--- config.mk ---
export PLATFORM = sky130hd
export DESIGN_NAME = wtbl_addr
export DESIGN_NICKNAME = d
export VERILOG_FILES = /design/src/design/wtbl_pkg.sv /design/src/design/wtbl_addr.sv
export SDC_FILE = /design/constraint.sdc
export NUM_CORES = 1
export LEC_CHECK = 0
export BUFFER_PORTS_ARGS = -buffer_cell sky130_fd_sc_hd__buf_2
export CAP_MARGIN = 20
export CORE_MARGIN = 10
export CORE_UTILIZATION = 35
export CTS_BUF_LIST = sky130_fd_sc_hd__clkbuf_4
export CTS_CLUSTER_DIAMETER = 200
export DETAILED_ROUTE_END_ITERATION = 10
export PLACE_DENSITY_LB_ADDON = 0.3
export REMOVE_ABC_BUFFERS = 1
export SLEW_MARGIN = 40
export SYNTH_ARGS = -nofsm -noshare
export SYNTH_HDL_FRONTEND = slang
export SYNTH_SLANG_ARGS = --single-unit
--- constraint.sdc ---
create_clock -name clk -period 6.8 [get_ports clk]
set_input_delay 1.02 -clock clk [delete_from_list [all_inputs] [get_ports clk]]
set_output_delay 1.02 -clock clk [all_outputs]
set_load 0.05 [all_outputs]
--- src/design/wtbl_pkg.sv ---
// shared widths, register indexes and inter-module structs for the wavetable lookup
// no dependencies
package wtbl_pkg;

	localparam int SMP_W     = 16;
	localparam int FRAC_W    = 16;
	localparam int X_W       = 16;
	localparam int Y_W       = 17;
	localparam int WA_W      = 15;
	localparam int FS_W      = 13;
	localparam int NF_W      = 7;
	localparam int LINE_W    = Y_W + NF_W - FRAC_W;
	localparam int ADDR_W    = 21;
	localparam int CFG_IDX_W = 2;
	localparam int CFG_W     = FS_W;
	localparam int STEP_W    = 2;

	localparam int IN_TDATA_W  = WA_W + SMP_W + X_W + Y_W;
	localparam int OUT_TDATA_W = SMP_W;

	localparam int TABLE_DEPTH_DEF = 32768;
	localparam int MAX_FRAMES      = 64;

	localparam logic [FS_W-1:0] FS_RESET = 13'd512;
	localparam logic [NF_W-1:0] NF_RESET = 7'd2;
	localparam logic [NF_W-1:0] NF_MIN   = 7'd2;

	localparam logic [CFG_IDX_W-1:0] REG_FRAME_SIZE = 2'd0;
	localparam logic [CFG_IDX_W-1:0] REG_NUM_FRAMES = 2'd1;

	localparam logic MODE_LOOKUP = 1'b1;

	// read order of the four corner samples
	localparam logic [STEP_W-1:0] STEP_LL = 2'd0;
	localparam logic [STEP_W-1:0] STEP_LR = 2'd1;
	localparam logic [STEP_W-1:0] STEP_UL = 2'd2;
	localparam logic [STEP_W-1:0] STEP_UR = 2'd3;

	typedef struct packed {
		logic              lookup;
		logic [WA_W-1:0]   waddr;
		logic [SMP_W-1:0]  wdata;
		logic [ADDR_W-1:0] base_lo;
		logic [ADDR_W-1:0] base_up;
		logic [FS_W-1:0]   left;
		logic [FS_W-1:0]   right;
		logic [FRAC_W-1:0] fx;
		logic [FRAC_W-1:0] fy;
	} wtbl_job_t;

	typedef struct packed {
		logic              valid;
		logic [STEP_W-1:0] step;
		logic              oob;
		logic [FRAC_W-1:0] fx;
		logic [FRAC_W-1:0] fy;
	} wtbl_tag_t;

endpackage

--- src/design/wtbl_addr.sv ---
// configuration registers and address front end: fractions to frame bases and indexes
// depends on wtbl_pkg
module wtbl_addr import wtbl_pkg::*; (
	input  logic                 clk,
	input  logic                 arst_n,
	input  logic                 cfg_we,
	input  logic [CFG_IDX_W-1:0] cfg_index,
	input  logic [CFG_W-1:0]     cfg_data,
	input  logic                 in_valid,
	input  logic                 in_mode,
	input  logic [WA_W-1:0]      in_waddr,
	input  logic [SMP_W-1:0]     in_wdata,
	input  logic [X_W-1:0]       in_x,
	input  logic [Y_W-1:0]       in_y,
	input  logic                 shift,
	output logic                 job_valid,
	output wtbl_job_t            job
);

	logic [FS_W-1:0] frame_size_q;
	logic [NF_W-1:0] num_frames_q;
	logic [NF_W-1:0] nf_raw;
	logic [NF_W-1:0] nf_clamp;

	assign nf_raw = cfg_data[NF_W-1:0];

	always_comb begin
		if (nf_raw < NF_MIN) begin
			nf_clamp = NF_MIN;
		end else if ({1'b0, nf_raw} > (NF_W+1)'(MAX_FRAMES)) begin
			nf_clamp = NF_W'(MAX_FRAMES);
		end else begin
			nf_clamp = nf_raw;
		end
	end

	always_ff @(posedge clk or negedge arst_n) begin
		if (!arst_n) begin
			frame_size_q <= FS_RESET;
			num_frames_q <= NF_RESET;
		end else if (cfg_we) begin
			unique case (cfg_index)
				REG_FRAME_SIZE: frame_size_q <= (cfg_data == '0) ? FS_W'(1) : cfg_data;
				REG_NUM_FRAMES: num_frames_q <= nf_clamp;
				default: ;
			endcase
		end
	end

	// stage 1: registered input item
	logic              v_s1, v_s2, v_s3;
	logic              lookup_s1, lookup_s2;
	logic [WA_W-1:0]   waddr_s1, waddr_s2;
	logic [SMP_W-1:0]  wdata_s1, wdata_s2;
	logic [X_W-1:0]    x_s1;
	logic [Y_W-1:0]    y_s1;

	// stage 2: position products
	logic [FRAC_W+FS_W-1:0] px, px_s2;
	logic [Y_W+NF_W-1:0]    py, py_s2;
	logic [NF_W-1:0]        nf_m1;

	assign nf_m1 = num_frames_q - NF_W'(1);
	assign px    = (FRAC_W+FS_W)'(x_s1) * (FRAC_W+FS_W)'(frame_size_q);
	assign py    = (Y_W+NF_W)'(y_s1) * (Y_W+NF_W)'(nf_m1);

	// stage 3: frame bases and indexes
	logic [FS_W-1:0]   left, right;
	logic [FRAC_W-1:0] fx, fy;
	logic [LINE_W-1:0] lower, upper;
	wtbl_job_t         job_s3;

	assign left  = px_s2[FRAC_W +: FS_W];
	assign fx    = px_s2[FRAC_W-1:0];
	assign right = (left == frame_size_q - FS_W'(1)) ? '0 : left + FS_W'(1);
	assign lower = py_s2[FRAC_W +: LINE_W];
	assign fy    = py_s2[FRAC_W-1:0];
	assign upper = lower + LINE_W'(fy != '0);

	always_ff @(posedge clk or negedge arst_n) begin
		if (!arst_n) begin
			v_s1 <= 1'b0;
			v_s2 <= 1'b0;
			v_s3 <= 1'b0;
		end else if (shift) begin
			v_s1 <= in_valid;
			v_s2 <= v_s1;
			v_s3 <= v_s2;
		end
	end

	always_ff @(posedge clk) begin
		if (shift) begin
			lookup_s1 <= (in_mode == MODE_LOOKUP);
			waddr_s1  <= in_waddr;
			wdata_s1  <= in_wdata;
			x_s1      <= in_x;
			y_s1      <= in_y;

			lookup_s2 <= lookup_s1;
			waddr_s2  <= waddr_s1;
			wdata_s2  <= wdata_s1;
			px_s2     <= px;
			py_s2     <= py;

			job_s3.lookup  <= lookup_s2;
			job_s3.waddr   <= waddr_s2;
			job_s3.wdata   <= wdata_s2;
			job_s3.base_lo <= ADDR_W'(lower) * ADDR_W'(frame_size_q);
			job_s3.base_up <= ADDR_W'(upper) * ADDR_W'(frame_size_q);
			job_s3.left    <= left;
			job_s3.right   <= right;
			job_s3.fx      <= fx;
			job_s3.fy      <= fy;
		end
	end

	assign job_valid = v_s3;
	assign job       = job_s3;

endmodule

After elaboration in Yosys (flattened, before gate mapping) --
Index checks and enable logic that the tools add are counted.
Operators by class: add/subtract/negate cells 4, multiply operators 4, magnitude comparators 2, equality and inequality tests 2, muxes and demuxes 3, reductions and logical operators 5
Operators by type and width (count):
- $mul A8 B13 Y21 | 2
- $mul A16 B13 Y29 | 1
- $mul A17 B7 Y24 | 1
- $reduce_bool A16 Y1 | 1
- $mux W7 | 2
- $add A13 B1 Y13 const B | 1
- $eq A13 B13 Y1 | 1
- $logic_not A13 Y1 | 1
- $mux W13 | 1
- $sub A13 B1 Y13 const B | 1
- $add A8 B1 Y8 | 1
- $gt A7 B7 Y1 const B | 1
- $lt A7 B2 Y1 const B | 1
- $sub A7 B1 Y7 const B | 1
- $reduce_and A2 Y1 | 2
- $eq A2 B1 Y1 const B | 1
- $logic_not A2 Y1 | 1
Word-level totals: bits in registers 305, input port bits 85, output and inout bits 133, logic and storage cells 44

Logic depth before layout (Yosys ltp) --
Gate-level depths: netlist of run 1.
depth in word-level cells 3, gate-level depth with buffers 25, depth with buffers taken out 24

Worst setup path before layout of run 1 --
No wires, ideal clock.
kind reg2reg, start point reg py_s2[2], end point reg job_s3 (netlist bit job[77]), data pin, setup time 0.258 ns, arrival time 5.789 ns, slack 0.753 ns, stages on the path, launching flop included 24, period minus slack after synthesis 6.047 ns, cell sequence edfxtp_1 nor4_1 nand4_1 ha_1 ha_1 nand3_1 nor2_1 xnor2_1 clkbuf_1 nor2b_1 fa_1 fa_1 fa_1 inv_1 fa_1 inv_1 ha_1 a21o_1 a21o_1 a21boi_0 a211oi_1 a2111o_1 a21oi_1 xnor2_1
On the way: longest elaborated chain between the ends 3
RTL lines:
- start: declaration | line wtbl_addr.sv:60 | logic [Y_W+NF_W-1:0] py, py_s2;
- start signal: assignment | line wtbl_addr.sv:104 | py_s2 <= py;
- $reduce_bool A16 Y1 | line wtbl_addr.sv:78 | assign upper = lower + LINE_W'(fy != '0);
- $add A8 B1 Y8 | line wtbl_addr.sv:78
- $mul A8 B13 Y21 | line wtbl_addr.sv:110 | job_s3.base_up <= ADDR_W'(upper) * ADDR_W'(frame_size_q);
- end: declaration | line wtbl_addr.sv:71 | wtbl_job_t job_s3;
No other way between the ends. A chain may end at the register's enable or synchronous reset.

Final worst setup path of run 1 --
start point reg py_s2[10], end point reg job_s3 (netlist bit job[77]), data pin
Same word-level chain as after synthesis.

==> impl_results.md, run 1 <==
- Number of setup buffers added after CTS: 0
- CTS Root Cell: clkbuf_4
- Starting Density: 0.352
- Final setup fails: 0
- Die Span X: 299 um
- Antenna violations before repair: 13
- Clk buf depth: 3
- GP Congestion: 0.837
- Worst Setup End Kind: flip-flop
- Die H: 299 um
- DP Area: 29700 um2
- Synth top area share: 0.311
- FMAX: 154 MHz
- Initial DRC count: 1082
- Maximum Capacitance Violations: 0
- CTS tree: built
- Fill count: 7627
- Hold WC Path Type: input port to async pin
- NumNets Final: 3409
- Core area: 77300 um2
- Setup CP Type: flip-flop to flip-flop
- Most used flip-flop cell after synthesis: edfxtp_1
- Clk slew on worst S/H paths: 70 ps
- Skew final: 110 ps
- Via/cell ratio: 4.78
- Mapped cell area: 27200 um2
- Minimum clock period: 6510 ps
- CP Max Fanout: 13
- Async S/R FF share, synth: 0.0754
- CTS sink count: 305
- GRT met1 Usage: 0.184
- Area contributors post-synth: edfxtp_1 31%, fa_1 26%, ha_1 9.3%
- Synth-to-Final Area Change: 13.3%
- Vias in the first global route: 20238
- Fin worst setup slack: 294 ps
- Post-synth cell types: 62
- IO buf count: 217
- GRT met3 Usage: 0.0386
- Seq/Total Area, Yosys: 0.332
- WL final: 65800 um
- Reg area: 9050 um2
- Worst-Margin Slew: 823 ps
- Final Hold Viols: 0
- Most common cell in the synthesized netlist: inv_1
- Grt peak-use layer: met2
- Multi-input logic area: 16200 um2
- Worst-skew pair later-pin latency: 890 ps
- Cts bufs inserted: 85
- Relative slew margins: 0.452
- Status: finished, final reports clean
- Share of cells above drive strength 1: 0.156
- # DRC: 0
- Dpl hpwl: 50700 um
- Unrepaired setup endpoints after global routing: false
- #FFs+latches synth: 305
- GRT Overall Usage: 0.150
- Post-synth top cells: 434 x inv_1, 360 x fa_1, 307 x nand2_1
- Via count: 18514
- Place WS: 3.98 ps
- Post-route cell area: 30900 um2
- Crit path DAT: 7120 ps
- Post-synth EDFFs: 282
- Gate Count Post-Synth: 2510
- Routed Antenna Nets: 0
- WL/cell: 17.0 um
- Max Transition Viols Final: 0
- Hold buffers post-CTS: 0
- Ports: 218
- Crit path required time: 7420 ps
- Pre-Repair DR Iteration Count: 7
- GR Overflow Total: 0
- Met2 track demand over resource: 0.252
- Cell taking the most area after synthesis: edfxtp_1
- PostCTS Resize Cnt: 0
- Worst Setup Start Kind: flip-flop
- Post-Syn Area per Cell: 10.9 um2
- Core Rows: 102
- Yosys warns: 0
- First-pass GRT wire length: 108000 um
- Die area: 89400 um2
- CTS H-Tree Depth: 3
- R2R Setup Slk: 290 ps
- Period utilization: 0.957
- Post-route core utilization: 0.399
- Largest net degree at the start of global routing: 111
[final timing paths]
kind                                                     to                 from  depth (start not counted)
worst max-delay path                      job[77]$_DFFE_PP_  py_s2[10]$_DFFE_PP_                         24
worst min-delay path            num_frames_q[6]$_DFFE_PN0P_               arst_n                          1
worst max register to register            job[77]$_DFFE_PP_  py_s2[10]$_DFFE_PP_                         24
worst min register to register            job[26]$_DFFE_PP_  px_s2[10]$_DFFE_PP_                          0
max in group asynchronous                  v_s1$_DFFE_PN0P_               arst_n                          1
min in group clk                          y_s1[6]$_DFFE_PP_              in_y[6]                          1
[cell usage in the layout (no fill, tap or decap), types with 9 or more instances in the layout]
master and instances:
a211oi_1 9, fa_1 360, buf_4 50, nor2b_1 60
inv_1 434, o21ai_0 41, edfxtp_1 282, xor2_1 39
a31oi_1 14, clkinv_2 10, buf_2 216, and2_1 197
mux2_2 15, nand2b_1 32, nand3_1 17, o21a_1 13
clkinv_1 22, clkbuf_4 115, and3_1 13, ha_1 202
nor2_1 62, nand2_1 307, a21oi_1 65, a21o_1 35
nor3_1 12, dfrtp_1 20, xnor2_1 73
[worst max-delay path, cell delays in order (launching register included)]
cell	delay, ps
edfxtp_1	410
nor4_2	360
nand4_1	300
ha_2	310
ha_1	230
nand3_1	150
nor2_1	80
xnor2_1	130
buf_4	200
nand2b_1	170
fa_1	510
fa_1	550
inv_1	60
fa_1	530
inv_1	50
fa_1	520
inv_1	40
ha_1	330
o21a_1	120
o31a_1	150
o21bai_2	220
a211oi_1	110
a2111o_1	390
a21oi_1	190
xnor2_1	90
[metal layers]
layer | share of wire | routed length, um | vias to the layer above
met2 | 0.48 | 31500 | 525
met3 | 0.068 | 4490 | 149
met5 | 0.0010 | 69 | -
met4 | 0.033 | 2150 | 12
met1 | 0.42 | 27600 | 9283
li1 | - | - | 8545
[kinds of logic (layout without fill, tap and decap cells)]
| family | count (synthesis) | count (layout) | share of synthesized area |
|---|---|---|---|
| AND/OR/NAND/NOR | 732 | 732 | 0.134 |
| adder cells (fa/ha/maj) | 563 | 563 | 0.358 |
| buffers and inverters | 540 | 860 | 0.0749 |
| flip-flops | 305 | 305 | 0.332 |
| AO/OA/AOI/OAI | 239 | 239 | 0.0576 |
| XOR/XNOR | 114 | 114 | 0.0366 |
| multiplexers | 17 | 17 | 0.00693 |
| other | 0 | 2 | 0 |
[state kept, by name, indices dropped and copies added, names as in the netlist]
name          cells
x_s1             16
wdata_s2         16
frame_size_q     13
v_s2              1
v_s1              1
job             132
num_frames_q      7
job_valid         1
lookup_s2         1
py_s2            24
waddr_s1         15
y_s1             17
px_s2            29
lookup_s1         1
waddr_s2         15
wdata_s1         16
[cell type report]
class | instances | share of cell area
diodes | 2 | 0.000162
flip-flops and latches | 305 | 0.293
clock inverters | 41 | 0.00924
multi-input cells | 1665 | 0.525
clock buffers | 115 | 0.0280
well taps | 1040 | 0.0422
repair buffers | 270 | 0.0496
inverters | 434 | 0.0528
[per-stage QoR]
stage | std cells | TNS [ps] | hold WS [ps]
after global placement | 3713 | -10.8 | 401
after CTS | 3870 | 0 | 78.7
final | 3872 | 0 | 143
after detailed placement | 3714 | 0 | 405
after floorplan | 2404 | 0 | 400
after global routing | 3872 | 0 | 119
Power of run 1 is left out: the tool's default activity adds up to more than one toggle a clock period on the data nets, which glitch-free logic cannot reach.
==> inputs of run 2 (changes only) <==
--- a/config.mk
+++ b/config.mk
@@ -7,5 +7,5 @@
 export LEC_CHECK = 0
 export BUFFER_PORTS_ARGS = -buffer_cell sky130_fd_sc_hd__buf_2
-export CAP_MARGIN = 20
+export CAP_MARGIN = 15
 export CORE_MARGIN = 10
 export CORE_UTILIZATION = 35
==> constraint.sdc (replaced) <==
create_clock -name clk -period 6.8 [get_ports clk]
set_input_delay 0.34 -clock clk [delete_from_list [all_inputs] [get_ports clk]]
set_output_delay 0.34 -clock clk [all_outputs]
set_load 0.05 [all_outputs]
==> run 2 against run 1 <==
Against the previous run: register-to-register slack barely moved; count of clock-buffer cells in the layout grew 3; worst setup slack got worse by 1.7 ps; first-iteration DRC count is 5.5% lower; critical path type unchanged.
==> impl_results.md, run 2 (synthesis results as in run 1) <==
- Skew final: 102 ps (-7.22 ps)
- Cts bufs inserted: 87 (+2.4%)
- Worst-Margin Slew: 889 ps (+66.5 ps)
- Antenna violations before repair: 5 (-8)
- CTS tree: built
- Final Hold Viols: 0 (unchanged)
- Commonest non-fill, non-tap cell in the layout: inv_1
- Top Family by Delay on Critical Path: adder cells
- Fin worst setup slack: 293 ps (-1.69 ps)
- Hold Crit Depth: 2
- Relative slew margins: 0.407 (-0.0443)
- R2R depth: 24 (unchanged)
- Ports: 218 (unchanged)
- Synth-to-Final Area Change: 16.6%
- GRT Overall Usage: 0.153 (+0.00294)
- Final setup fails: 0 (unchanged)
- WL final: 67100 um (+2.0%)
- Worst Setup Start Kind: flip-flop
- FMAX: 154 MHz (about the same)
- Die Span X: 299 um (unchanged)
- Crit path DAT: 7120 ps (about the same)
- Setup TNS Final: 0 ps (unchanged)
- WL/cell: 16.9 um (-0.34%)
- Number of setup buffers added after CTS: 0 (unchanged)
- Worst-path cell chain: nor4_2 -> nand4_1 -> ha_2 -> ha_1 -> nand3_1 -> nor2_1 -> xnor2_1 -> buf_4 -> nor2b_1 -> fa_1 -> fa_1 -> fa_1 -> inv_1 -> fa_1 -> inv_1 -> ha_1 -> buf_4 -> and3_1 -> o211ai_1 -> o21bai_2 -> a211oi_1 -> a2111o_1 -> a21oi_1 -> xnor2_1
- Hold WC Path Type: input port to flip-flop
- Dpl hpwl: 50900 um (+0.56%)
- First-pass GRT wire length: 110000 um (+2.3%)
- CTS Root Cell: clkbuf_4
- Die area: 89400 um2 (unchanged)
- Place WS: -51.2 ps (-55.2 ps)
- Most frequent CP cell: fa_1
- Vias in the first global route: 20722 (+2.4%)
- Post-route core utilization: 0.411 (+0.0116)
- Worst path depth: 24 (unchanged)
- Period utilization: 0.957 (about the same)
- Pre-Repair DR Iteration Count: 5 (-2)
- Crit path max-delay cell type: fa_1
- IO buf count: 217 (unchanged)
- CP Max Fanout: 13 (unchanged)
- Via/cell ratio: 4.77 (-0.30%)
- DP Area: 29700 um2 (about the same)
- Starting Density: 0.352 (unchanged)
- Clk slew on worst S/H paths: 80 ps (about the same)
- Buf/Inv on CP: 4 (unchanged)
- CTS H-Tree Depth: 3 (unchanged)
- # DRC: 0 (unchanged)
- Commonest cells after routing, fill and taps aside: 434 x inv_1, 360 x fa_1, 307 x nand2_1, 282 x edfxtp_1, 217 x buf_2
- GR Overflow Total: 0 (unchanged)
- Core Rows: 102 (unchanged)
- Routed Antenna Nets: 0 (unchanged)
- Initial DRC count: 1023 (-5.5%)
- Largest net degree at the start of global routing: 122 (+9.9%)
- Post-route cell area: 31800 um2 (+2.9%)
- Core area: 77300 um2 (unchanged)
- Max Transition Viols Final: 0 (unchanged)
- Status: finished, final reports clean
- Crit path required time: 7420 ps (about the same)
- Setup CP Type: flip-flop to flip-flop
- Worst-skew pair later-pin latency: 890 ps (about the same)
- Worst path max stage delay: 550 ps (about the same)
- Unrepaired setup endpoints after global routing: false
- NumNets Final: 3505 (+2.8%)
- CTS sink count: 305 (unchanged)
- Worst Setup End Kind: flip-flop
- Share of cells above drive strength 1: 0.152 (-0.00452)
- Via count: 18892 (+2.0%)
- Maximum Capacitance Violations: 0 (unchanged)
- GP Congestion: 0.840 (+0.30%)
- Die H: 299 um (unchanged)
- Max FFs per register: 132 (unchanged)
- Minimum clock period: 6510 ps (+1.69 ps)
- Clk buf depth: 3 (unchanged)
-- run 2: changes by cell type in the layout (fill, tap and decap cells not counted), sizes merged --
| cell | change |
|---|---|
| buf | +1 |
| bufinv | -1 |
| clkinvlp | +1 |
| dlygate4sd3 | +93 |
| clkbuf | +3 |
| clkinv | -6 |
-- run 2: routing by layer --
| metal | routed length (um) | share of wire | track usage |
|---|---|---|---|
| met1 | 28400 | 0.42 | 0.189 |
| met2 | 33100 | 0.49 | 0.264 |
| met3 | 3890 | 0.058 | 0.0310 |
| met4 | 1690 | 0.025 | 0.0517 |
| met5 | 23 | 0.00034 | 0 |
-- run 2: area by class of cell --
| cell class | instances | area [um2] |
|---|---|---|
| antenna | 2 | 5.00 |
| fill | 7516 | 45600 |
| sequential | 305 | 9050 |
| tap | 1040 | 1300 |
| multi-input combinational | 1665 | 16200 |
| clock inverter | 35 | 220 |
| timing repair buffer | 364 | 2460 |
| inverter | 434 | 1630 |
| clock buffer | 118 | 886 |
-- run 2: repair_timing --
action | in CTS | in global routing
hold endpoints to repair | 140 | 0
hold buffers | 94 | 0
setup endpoints to repair | 2 | 5
gates resized for setup | 1 | 8
pin swaps | 0 | 1
-- run 2: worst register-to-register path: cells and delay by family, from the launching register on --
kind / cells / cell delay, ps
DFF: 1 / 400
buffers and inverters: 4 / 460
AOI/OAI and AO/OA: 5 / 940
xor gates and xnor gates: 2 / 210
and+or+nand+nor: 6 / 1310
adders and majority gates: 7 / 2900
-- run 2: worst paths after layout --
path,from,to,slack [ps]
setup / recovery,py_s2[10]$_DFFE_PP_,job[77]$_DFFE_PP_,290
hold / removal,in_y[5],y_s1[5]$_DFFE_PP_,150
setup reg to reg,py_s2[10]$_DFFE_PP_,job[77]$_DFFE_PP_,290
hold reg to reg,waddr_s1[3]$_DFFE_PP_,waddr_s2[3]$_DFFE_PP_,380
max in group asynchronous,arst_n,frame_size_q[4]$_DFFE_PN0P_,5580
min in group asynchronous,arst_n,num_frames_q[1]$_DFFE_PN1P_,630
-- run 2: through the flow --
stage / instances / hold slack (ps)
2_1_floorplan: 2404 / 44.4
3_3_place_gp: 3713 / 359
3_5_place_dp: 3714 / 374
4_1_cts: 3961 / 37.2
5_1_grt: 3963 / 77.4
6_report: 3963 / 151
Power of run 2 is left out for the same reason.
